## config.mk

```make
export PLATFORM = sky130hd
export DESIGN_NAME = tovm_front
export DESIGN_NICKNAME = d
export VERILOG_FILES = /design/src/design/tovm_pkg.sv /design/src/design/tovm_front.sv
export SDC_FILE = /design/constraint.sdc
export NUM_CORES = 1
export LEC_CHECK = 0
export BUFFER_PORTS_ARGS = -buffer_cell sky130_fd_sc_hd__buf_2
export CORE_UTILIZATION = 40
export CTS_CLUSTER_DIAMETER = 50
export DETAILED_ROUTE_END_ITERATION = 8
export PLACE_DENSITY_LB_ADDON = 0.12
export REMOVE_ABC_BUFFERS = 1
export SLEW_MARGIN = 40
export SYNTH_ARGS = -nofsm -noshare
export SYNTH_HDL_FRONTEND = slang
export SYNTH_SLANG_ARGS = --single-unit
```

## constraint.sdc

```tcl
create_clock -name clk -period 6.8 [get_ports clk]
set_input_delay 0.68 -clock clk [delete_from_list [all_inputs] [get_ports clk]]
set_output_delay 0.68 -clock clk [all_outputs]
set_load 0.02 [all_outputs]
```

## src/design/tovm_pkg.sv

```systemverilog
// package: shared types, constants and codes for the two-operand execute core
`timescale 1ns / 1ps
package tovm_pkg;
  localparam int MEM_WORDS = 1024;
  localparam int PC_STEP   = 20;
  localparam int MEM_AW    = $clog2(MEM_WORDS);
  localparam int QDEPTH    = 2;

  localparam logic [3:0] OP_NOP = 4'd0;
  localparam logic [3:0] OP_MOV = 4'd1;
  localparam logic [3:0] OP_ADD = 4'd2;
  localparam logic [3:0] OP_SUB = 4'd3;
  localparam logic [3:0] OP_MUL = 4'd4;
  localparam logic [3:0] OP_DIV = 4'd5;
  localparam logic [3:0] OP_CMP = 4'd6;
  localparam logic [3:0] OP_JMP = 4'd7;
  localparam logic [3:0] OP_JE  = 4'd8;
  localparam logic [3:0] OP_JNE = 4'd9;
  localparam logic [3:0] OP_JG  = 4'd10;
  localparam logic [3:0] OP_JL  = 4'd11;
  localparam logic [3:0] OP_OUT = 4'd12;
  localparam logic [3:0] OP_HLT = 4'd13;

  localparam logic [1:0] KIND_REG = 2'd0;
  localparam logic [1:0] KIND_MEM = 2'd2;

  localparam logic [1:0] STOP_NONE = 2'd0;
  localparam logic [1:0] STOP_HLT  = 2'd1;
  localparam logic [1:0] STOP_DIV0 = 2'd2;

  localparam int ZF_BIT = 0;
  localparam int NF_BIT = 1;

  // classified instruction handed from front to back
  typedef struct packed {
    logic [3:0]  op;
    logic [1:0]  k1;
    logic [31:0] o1;
    logic [1:0]  k2;
    logic [31:0] o2;
  } instr_t;

  typedef struct packed {
    logic [15:0] pc_after;
    logic [1:0]  stop_cause;
    logic        print_valid;
    logic [31:0] print_value;
    logic [1:0]  flags_after;
  } result_t;
endpackage

```

## src/design/tovm_front.sv

```systemverilog
// front end: accepts requests into a short queue
`timescale 1ns / 1ps
module tovm_front (
  input  logic            clk,
  input  logic            rst,
  input  logic            in_valid,
  output logic            in_ready,
  input  tovm_pkg::instr_t in_item,
  output logic            q_valid,
  input  logic            q_ready,
  output tovm_pkg::instr_t q_item
);
  import tovm_pkg::*;
  instr_t buffer [QDEPTH];
  logic [$clog2(QDEPTH)-1:0] wr_ptr, rd_ptr;
  logic [$clog2(QDEPTH):0] count;
  logic push, pop;

  assign in_ready = (count != QDEPTH[$clog2(QDEPTH):0]);
  assign q_valid  = (count != '0);
  assign q_item   = buffer[rd_ptr];
  assign push = in_valid && in_ready;
  assign pop  = q_valid && q_ready;

  // queue storage
  always_ff @(posedge clk) begin
    if (push) buffer[wr_ptr] <= in_item;
  end

  // queue pointers
  always_ff @(posedge clk) begin
    if (rst) begin
      wr_ptr <= '0;
      rd_ptr <= '0;
      count  <= '0;
    end else begin
      if (push) wr_ptr <= wr_ptr + 1'b1;
      if (pop)  rd_ptr <= rd_ptr + 1'b1;
      count <= count + {{$clog2(QDEPTH){1'b0}}, push} - {{$clog2(QDEPTH){1'b0}}, pop};
    end
  end
endmodule

```

; Word-level counts from Yosys, hierarchy flattened
; Memory sizes are Yosys's and may differ from the RTL's. A register that Yosys moved wholly into a read port is not among the register bits.
; Index checks and enable logic that the tools add are counted.
[totals]
in_bits = 76
wordCells = 16
reg_bits = 4
out_inout_bits = 74
n_memories = 1
ramBits = 144
[classes]
n_addsub = 4
mux = 4
n_eq_ne = 1
n_reduce_logical = 3
[memory_table]
columns = memory, words, width, read_ports, rd_clocked_by_memory_dff, write_ports, line_no
row1 = buffer, 2, 72, 1, 1, 1, tovm_front.sv:14  ; instr_t buffer [QDEPTH];
[ops]
columns = cell, count
row1 = two-way mux 1 bit, 4
row2 = "adder 1 bit, second input constant", 2
row3 = adder 2 x 1 -> 2 bit, 1
row4 = logical AND 1 bit, 2
row5 = "inequality test 2 bit, second input constant", 1
row6 = nonzero test 2 bit, 1
row7 = subtractor 2 x 1 -> 2 bit, 1

; Depth between registers and ports, before layout
; Gate-level depths: netlist (run 1).
[logic_depth]
depth_word = 4
mapped_depth = 6
ltp_nobuf = 6

; Least setup slack after synthesis (run 1)
; OpenSTA, ideal clock, no wires.
[synth_timing]
path_kind = flip-flop to flip-flop
from = register count[0]
to = memory buffer[1][0] (netlist name), enable pin
stages_incl_launch_ff = 3
period_less_slack_ns = 2.917
path_slack_ns = 3.883
t_required_ns = 6.361
path_buffers = 0
arrival_ns = 2.479
setup_time_ns = 0.439
path_cell_list = dfxtp_1 > nand2b_1 > and3_1
[synth_between]
elab_chain_len = 4
[synth_rtl]
columns = element, line_no
row1 = "start, declared", tovm_front.sv:16  ; logic [$clog2(QDEPTH):0] count;
row2 = "start signal, assigned", tovm_front.sv:39  ; count <= count + {{$clog2(QDEPTH){1'b0}}, push} - {{$clog2(QDEPTH){1'b0}}, pop};
row3 = inequality test 2 bit, tovm_front.sv:19  ; assign in_ready = (count != QDEPTH[$clog2(QDEPTH):0]);
row4 = named net in_ready, tovm_front.sv:7  ; output logic in_ready,
row5 = logical AND 1 bit, tovm_front.sv:22  ; assign push = in_valid && in_ready;
row6 = two-way mux 1 bit, tovm_front.sv:27  ; if (push) buffer[wr_ptr] <= in_item;
row7 = two-way mux 1 bit (not written as such), tovm_front.sv:27
row8 = "end, declared", tovm_front.sv:14
; The timed path passes the listed nets, and every way through them passes these cells.

==> out/results.ini, run 1 <==
[power]
power.share.clock = 0.344
p_int_w = 0.00192
p_leak_nw = 2.62
power.density_nw_per_um2 = 371
p_comb_frac = 0.208
irDropWorstVdd_mv = 0.167
seq_power_share = 0.448
power_switching_w = 0.000684
swShare = 0.263

[timing]
rsz0062_at_grt = false
finalClockSkew_ps = 2.93
min_period_ps = 2590
layout_setup_ws_ps = 4210
relSlewSlack = 0.607
final_hold_viol_count = 0
max_freq_mhz = 386
setup_viol = 0
worst_slew_pin_slew_ps = 589
fin_crit_sh = 0.381
drv_slew = 0
finalSetupTns_ps = 0

[hold_path]
hold_class = in -> reg

[route]
drtAntennaViolNets = 0
drt_iter0_markers = 171
wl_met1_um = 3790
dr.pass1.iters = 6
routed_wl_um = 9180
met3WireLength_um = 609
wire_per_inst_um = 15.2
vias = 2800
maxUsedRoutingLayer = met4
wl_met2_um = 4620
drc = 0
viasPerCell = 4.62

[clock_tree]
ctsHoldBuffers = 0
clkTransAtPathRegs_ps = 60
cts_buffer_depth = 2
htreeDepth = 4
cts_buffers = 17
insertion_delay_ps = 410
cts_tree = done
cts.sinks = 149
cts_setup_buffers = 0
cts-root-buf = clkbuf_16
cts_resized = 0

[layout]
fin_nets = 494
area_delta_synth_final_pct = 29.0
final_cell_mix = buf_2 (149), edfxtp_1 (144), mux2_2 (72), clkbuf_16 (17)
final_common_cell = buf_2
drive_gt1_frac = 0.593
n_antenna_cell = 0

[setup_path]
crit_type = reg -> out
critPathLaunchType = flop
cp_data_arrival_time_ps = 1910
required_ps = 6120
critPathCaptureType = output port
cp_max_fo = 40

[floorplanning]
start_util = 0.410
fp.dieH_um = 119
die_area_um2 = 14100
die_x_um = 119
pin_count = 150
core_um2 = 13200
row_count = 42

[flow_run]
cap_viol_max_count = 0

[synth]
post_synth_inst_count = 253
synth_cell_types = 23
syn_area_um2 = 5440
yosys_warnings = 0
synthSimpleGateAreaFrac = 0.0129
synthMuxAreaShare = 0.151
ys_seq_area_frac = 0.814
synth-compound-area-share = 0.00944
synthAdderAreaFrac = 0.00230
synth_top_family_by_area = multiplexers
synthXorXnorAreaFrac = 0.00161
synth.avg_cell_area_um2 = 21.5
synth_seq_cells = 149

[placed_design]
gp_congestion = 0.722
dpl.hpwl_um = 5750
port_buffers = 149
dp_slack_ps = 4450

[global_routing]
grt_use_total = 0.139
antenna_found_initial = 0
grt_pass1_vias = 2880
grt_max_degree = 61
grt_pass1_wl_um = 14400
grt-ovfl-total = 0

[outcome]
status = finished, final reports clean

worst paths after layout:
kind	from	slack, ps	cells after the start	to
setup / recovery	flop	4210	3	q_item[42]
setup reg to reg	count[0]	4860	4	buffer[0][6]
hold / removal	in_item[20]	460	1	buffer[1][20]
hold reg to reg	rd_ptr	510	2	flop
power groups by stage:
stage	combinational, W	clock [W]	sequential [W]
final	0.000541	0.000895	0.00116
after global routing	0.000580	0.000952	0.00118
after CTS	0.000553	0.000918	0.00117
after detailed placement	0.000550	0	0.00119
after global placement	0.000509	0	0.00121
after floorplan	0.000354	0	0.00119
cells in the mapped netlist:
master | instances | share of area
and2b_1 | 1 | 0.0014
buf_2 | 7 | 0.0064
xor2_1 | 1 | 0.0016
a21bo_2 | 1 | 0.0018
nand2b_1 | 1 | 0.0012
buf_4 | 1 | 0.0014
o21ai_0 | 2 | 0.0018
or2_2 | 1 | 0.0012
a21oi_1 | 1 | 0.00092
and3_1 | 1 | 0.0012
dfxtp_1 | 5 | 0.018
ha_1 | 1 | 0.0023
a211oi_1 | 1 | 0.0014
nand3_1 | 1 | 0.00092
inv_1 | 1 | 0.00069
mux2_1 | 1 | 0.0021
nor2b_1 | 2 | 0.0023
nand3b_1 | 1 | 0.0014
mux2_2 | 72 | 0.15
edfxtp_1 | 144 | 0.80
a32oi_1 | 1 | 0.0016
a21bo_1 | 1 | 0.0018
nor2_1 | 5 | 0.0035
state kept, by name (all words and copies together) (netlist names), named ones only:
name	count
count	2
wr_ptr	1
buffer	144
rd_ptr	1
worst max-delay path, stage by stage, from the launching register on:
cell and delay (ps):
dfxtp_4 640, buf_12 300, mux2_2 370, buf_2 160
cell type report:
cell class	instances	area [um2]
clock buffers	19	433
well taps	176	220
multi-input cells	95	970
clock inverters	13	139
flip-flops and latches	149	4430
inverters	1	5.00
fillers	1122	6230
repair buffers	153	817
cell families after synthesis:
family                     count (synthesis)
and+or+nand+nor                           13
AOI/OAI and AO/OA                          7
xor gates and xnor gates                   1
adders and majority gates                  1
DFF                                      149
muxes                                     73
buffers and inverters                      9
routing by layer:
layer,GRT usage,vias to the layer above
li1,-,1334
met5,0,-
met1,0.162,1357
met2,0.226,95
met3,0.0516,14
met4,0.0688,0
through the flow:
step                utilization  area (um2)  hold slack [ps]  instances  total power (W)
global placement          0.481        6380              484        571          0.00172
floorplan                     -        5390              472        245          0.00154
finish                    0.529        7010              459        606          0.00260
global route              0.529        7010              437        606          0.00271
detailed placement        0.486        6440              501        574          0.00174
CTS                       0.529        7010              436        606          0.00264
Note: power is estimated with default switching activity, not from simulation.
==> inputs of run 2 (changes only) <==
ABC_AREA = 1   (was not set)
clock period = 2.6 ns   (was 6.8 ns; I/O delays follow)
==> out/results.ini, run 2 <==
[layout]
final_common_cell = buf_2
final_cell_mix = buf_2 (149), edfxtp_1 (144), mux2_4 (70), clkbuf_16 (17), inv_1 (8)
fin_nets = 503  ; +1.8%
drive_gt1_frac = 0.601  ; +0.00834
fillCellCount = 1183  ; +5.4%
final-seq-area_um2 = 4430  ; unchanged
multiInputGateArea_um2 = 1200  ; +24%
largest_reg_flops = 144  ; unchanged
stdcell_area_um2 = 7410  ; +5.7%
regMostFlops = buffer
n_antenna_cell = 0  ; unchanged
fin_cells = 619  ; +2.1%
area_delta_synth_final_pct = 27.9
top_regs = buffer: 144 flops, count: 2 flops

[synth]
synth_top_area_frac = 0.746  ; -0.0493
yosysMostFrequentCell = edfxtp_1
synth_area_leaders = edfxtp_1 (75%), mux2_4 (18%), buf_12 (2.4%), dfxtp_1 (1.7%), inv_1 (0.52%)
post_synth_inst_count = 260  ; +2.8%
synth_seq_cells = 149  ; unchanged
syn_area_um2 = 5790  ; +6.6%
ys.flop_type = edfxtp_1
synth_edf_count = 144  ; unchanged
synth.avg_cell_area_um2 = 22.3  ; +3.7%
yosys_warnings = 0  ; unchanged
synthArstFlopShare = 0  ; unchanged
synth_cell_types = 16  ; -30%
synth_top_area_cell = edfxtp_1
ys_top_cells_by_count = edfxtp_1 (144), mux2_4 (70), inv_1 (8), nor2_1 (8)
ys_seq_area_frac = 0.764  ; -0.0504

[route]
viasPerCell = 4.58  ; -0.84%
drt_iter0_markers = 132  ; -23%
dr.pass1.iters = 4  ; -2
drtAntennaViolNets = 0  ; unchanged
drc = 0  ; unchanged
wire_per_inst_um = 15.9  ; +4.7%
vias = 2836  ; +1.3%
routed_wl_um = 9820  ; +7.0%

[placed_design]
dpl.hpwl_um = 6310  ; +9.7%
dp_cells = 587  ; +2.3%
port_buffers = 149  ; unchanged
place_area_um2 = 6730  ; +4.5%
gp_congestion = 0.658  ; -8.8%
dp_slack_ps = 878  ; -3570 ps

[timing]
finalSetupTns_ps = 0  ; unchanged
fin_crit_sh = 0.730
max_freq_mhz = 527
layout_setup_ws_ps = 702  ; -3510 ps
rsz0062_at_grt = false
setup_viol = 0  ; unchanged
drv_slew = 0  ; unchanged
finalClockSkew_ps = 5.89  ; +2.96 ps
final_hold_viol_count = 0  ; unchanged
min_period_ps = 1900
worst_slew_pin_slew_ps = 451  ; -139 ps
relSlewSlack = 0.699  ; +0.0917

[global_routing]
grt_pass1_wl_um = 14800  ; +2.7%
antenna_found_initial = 1  ; +1
grt_use_total = 0.137  ; -0.00148
grt_max_degree = 51  ; -16%
grt-ovfl-total = 0  ; unchanged
grt_pass1_vias = 2938  ; +2.0%

[setup_path]
critPathCaptureType = output port
crit_type = reg -> out
critPathLaunchType = flop
cp_data_arrival_time_ps = 1640  ; -270 ps
cp_max_fo = 41  ; +2.5%
required_ps = 2340  ; -3780 ps

[floorplanning]
pin_count = 150  ; unchanged
die_x_um = 122  ; +3.2%
fp.dieH_um = 122  ; +3.2%
core_um2 = 14000  ; +5.6%
start_util = 0.414  ; +0.00379
row_count = 43  ; +2.4%
die_area_um2 = 15000  ; +6.5%

[power]
irDropWorstVdd_mv = 0.526  ; +210%
seq_power_share = 0.391  ; -0.057
p_int_w = 0.00587  ; +210%
power.density_nw_per_um2 = 1090  ; +190%
p_comb_frac = 0.262  ; +0.054
p_leak_nw = 2.94  ; +12%
power_switching_w = 0.00218  ; +220%
power.share.clock = 0.347  ; +0.003
swShare = 0.270  ; +0.00736
power.total_w = 0.00805  ; +210%

[clock_tree]
cts.sinks = 149  ; unchanged
htreeDepth = 4  ; unchanged
cts_buffer_depth = 2  ; unchanged
clkTransAtPathRegs_ps = 60  ; about the same
cts_resized = 0  ; unchanged
insertion_delay_ps = 400  ; about the same
cts_setup_buffers = 0  ; unchanged
cts_buffers = 17  ; unchanged
ctsHoldBuffers = 0  ; unchanged
cts_tree = done
cts-root-buf = clkbuf_16

[outcome]
status = finished, final reports clean

[flow_run]
cap_viol_max_count = 0  ; unchanged

[hold_path]
hold_class = in -> reg

-- run 2: worst paths after layout --
kind                            cells past startpoint            end  slack, ps   startpoint
worst max register to register                      5  buffer[0][43]        890     count[0]
worst max-delay path                                3     q_item[60]        700         flop
worst min register to register                      2         rd_ptr        510       rd_ptr
worst min-delay path                                1  buffer[1][21]         40  in_item[21]
-- run 2: metal layers --
| metal | vias up | share of wire | track usage |
|---|---|---|---|
| met5 | - | 0 | 0 |
| met4 | 0 | 0.018 | 0.0686 |
| met3 | 12 | 0.064 | 0.0483 |
| met2 | 93 | 0.50 | 0.223 |
| met1 | 1398 | 0.41 | 0.161 |
| li1 | 1333 | - | - |
-- run 2: metrics by stage --
stage	utilization	hold WS, ps
floorplan	-	330
global placement	0.481	448
detailed placement	0.481	451
CTS	0.530	16.1
global route	0.530	14.9
finish	0.530	38.9
-- run 2: logic make-up after synthesis --
family,count (synthesis),synth area share
compound gates,2,0.00173
buf+inv,16,0.0313
xor+xnor,1,0.00151
mux,72,0.185
simple gates,19,0.0145
fa+ha+maj,1,0.00216
flops,149,0.764
-- run 2: power by group through the flow --
stage          clock network [W]  registers, W  logic, W
6_report                 0.00280       0.00314   0.00211
5_1_grt                  0.00295       0.00318   0.00226
4_1_cts                  0.00286       0.00315   0.00215
3_5_place_dp                   0       0.00320   0.00215
3_3_place_gp                   0       0.00318   0.00214
2_1_floorplan                  0       0.00334   0.00144
-- run 2: final cells by class --
type | count | area share
tap | 180 | 0.0304
sequential | 149 | 0.598
clock inverter | 14 | 0.0343
multi-input combinational | 95 | 0.162
clock buffer | 18 | 0.0579
timing repair buffer | 155 | 0.113
inverter | 8 | 0.00405
-- run 2: worst max-delay path, cell delays in order (launching register included) --
cell and delay [ps]:
dfxtp_4 370, buf_12 300, mux2_2 370, buf_2 160
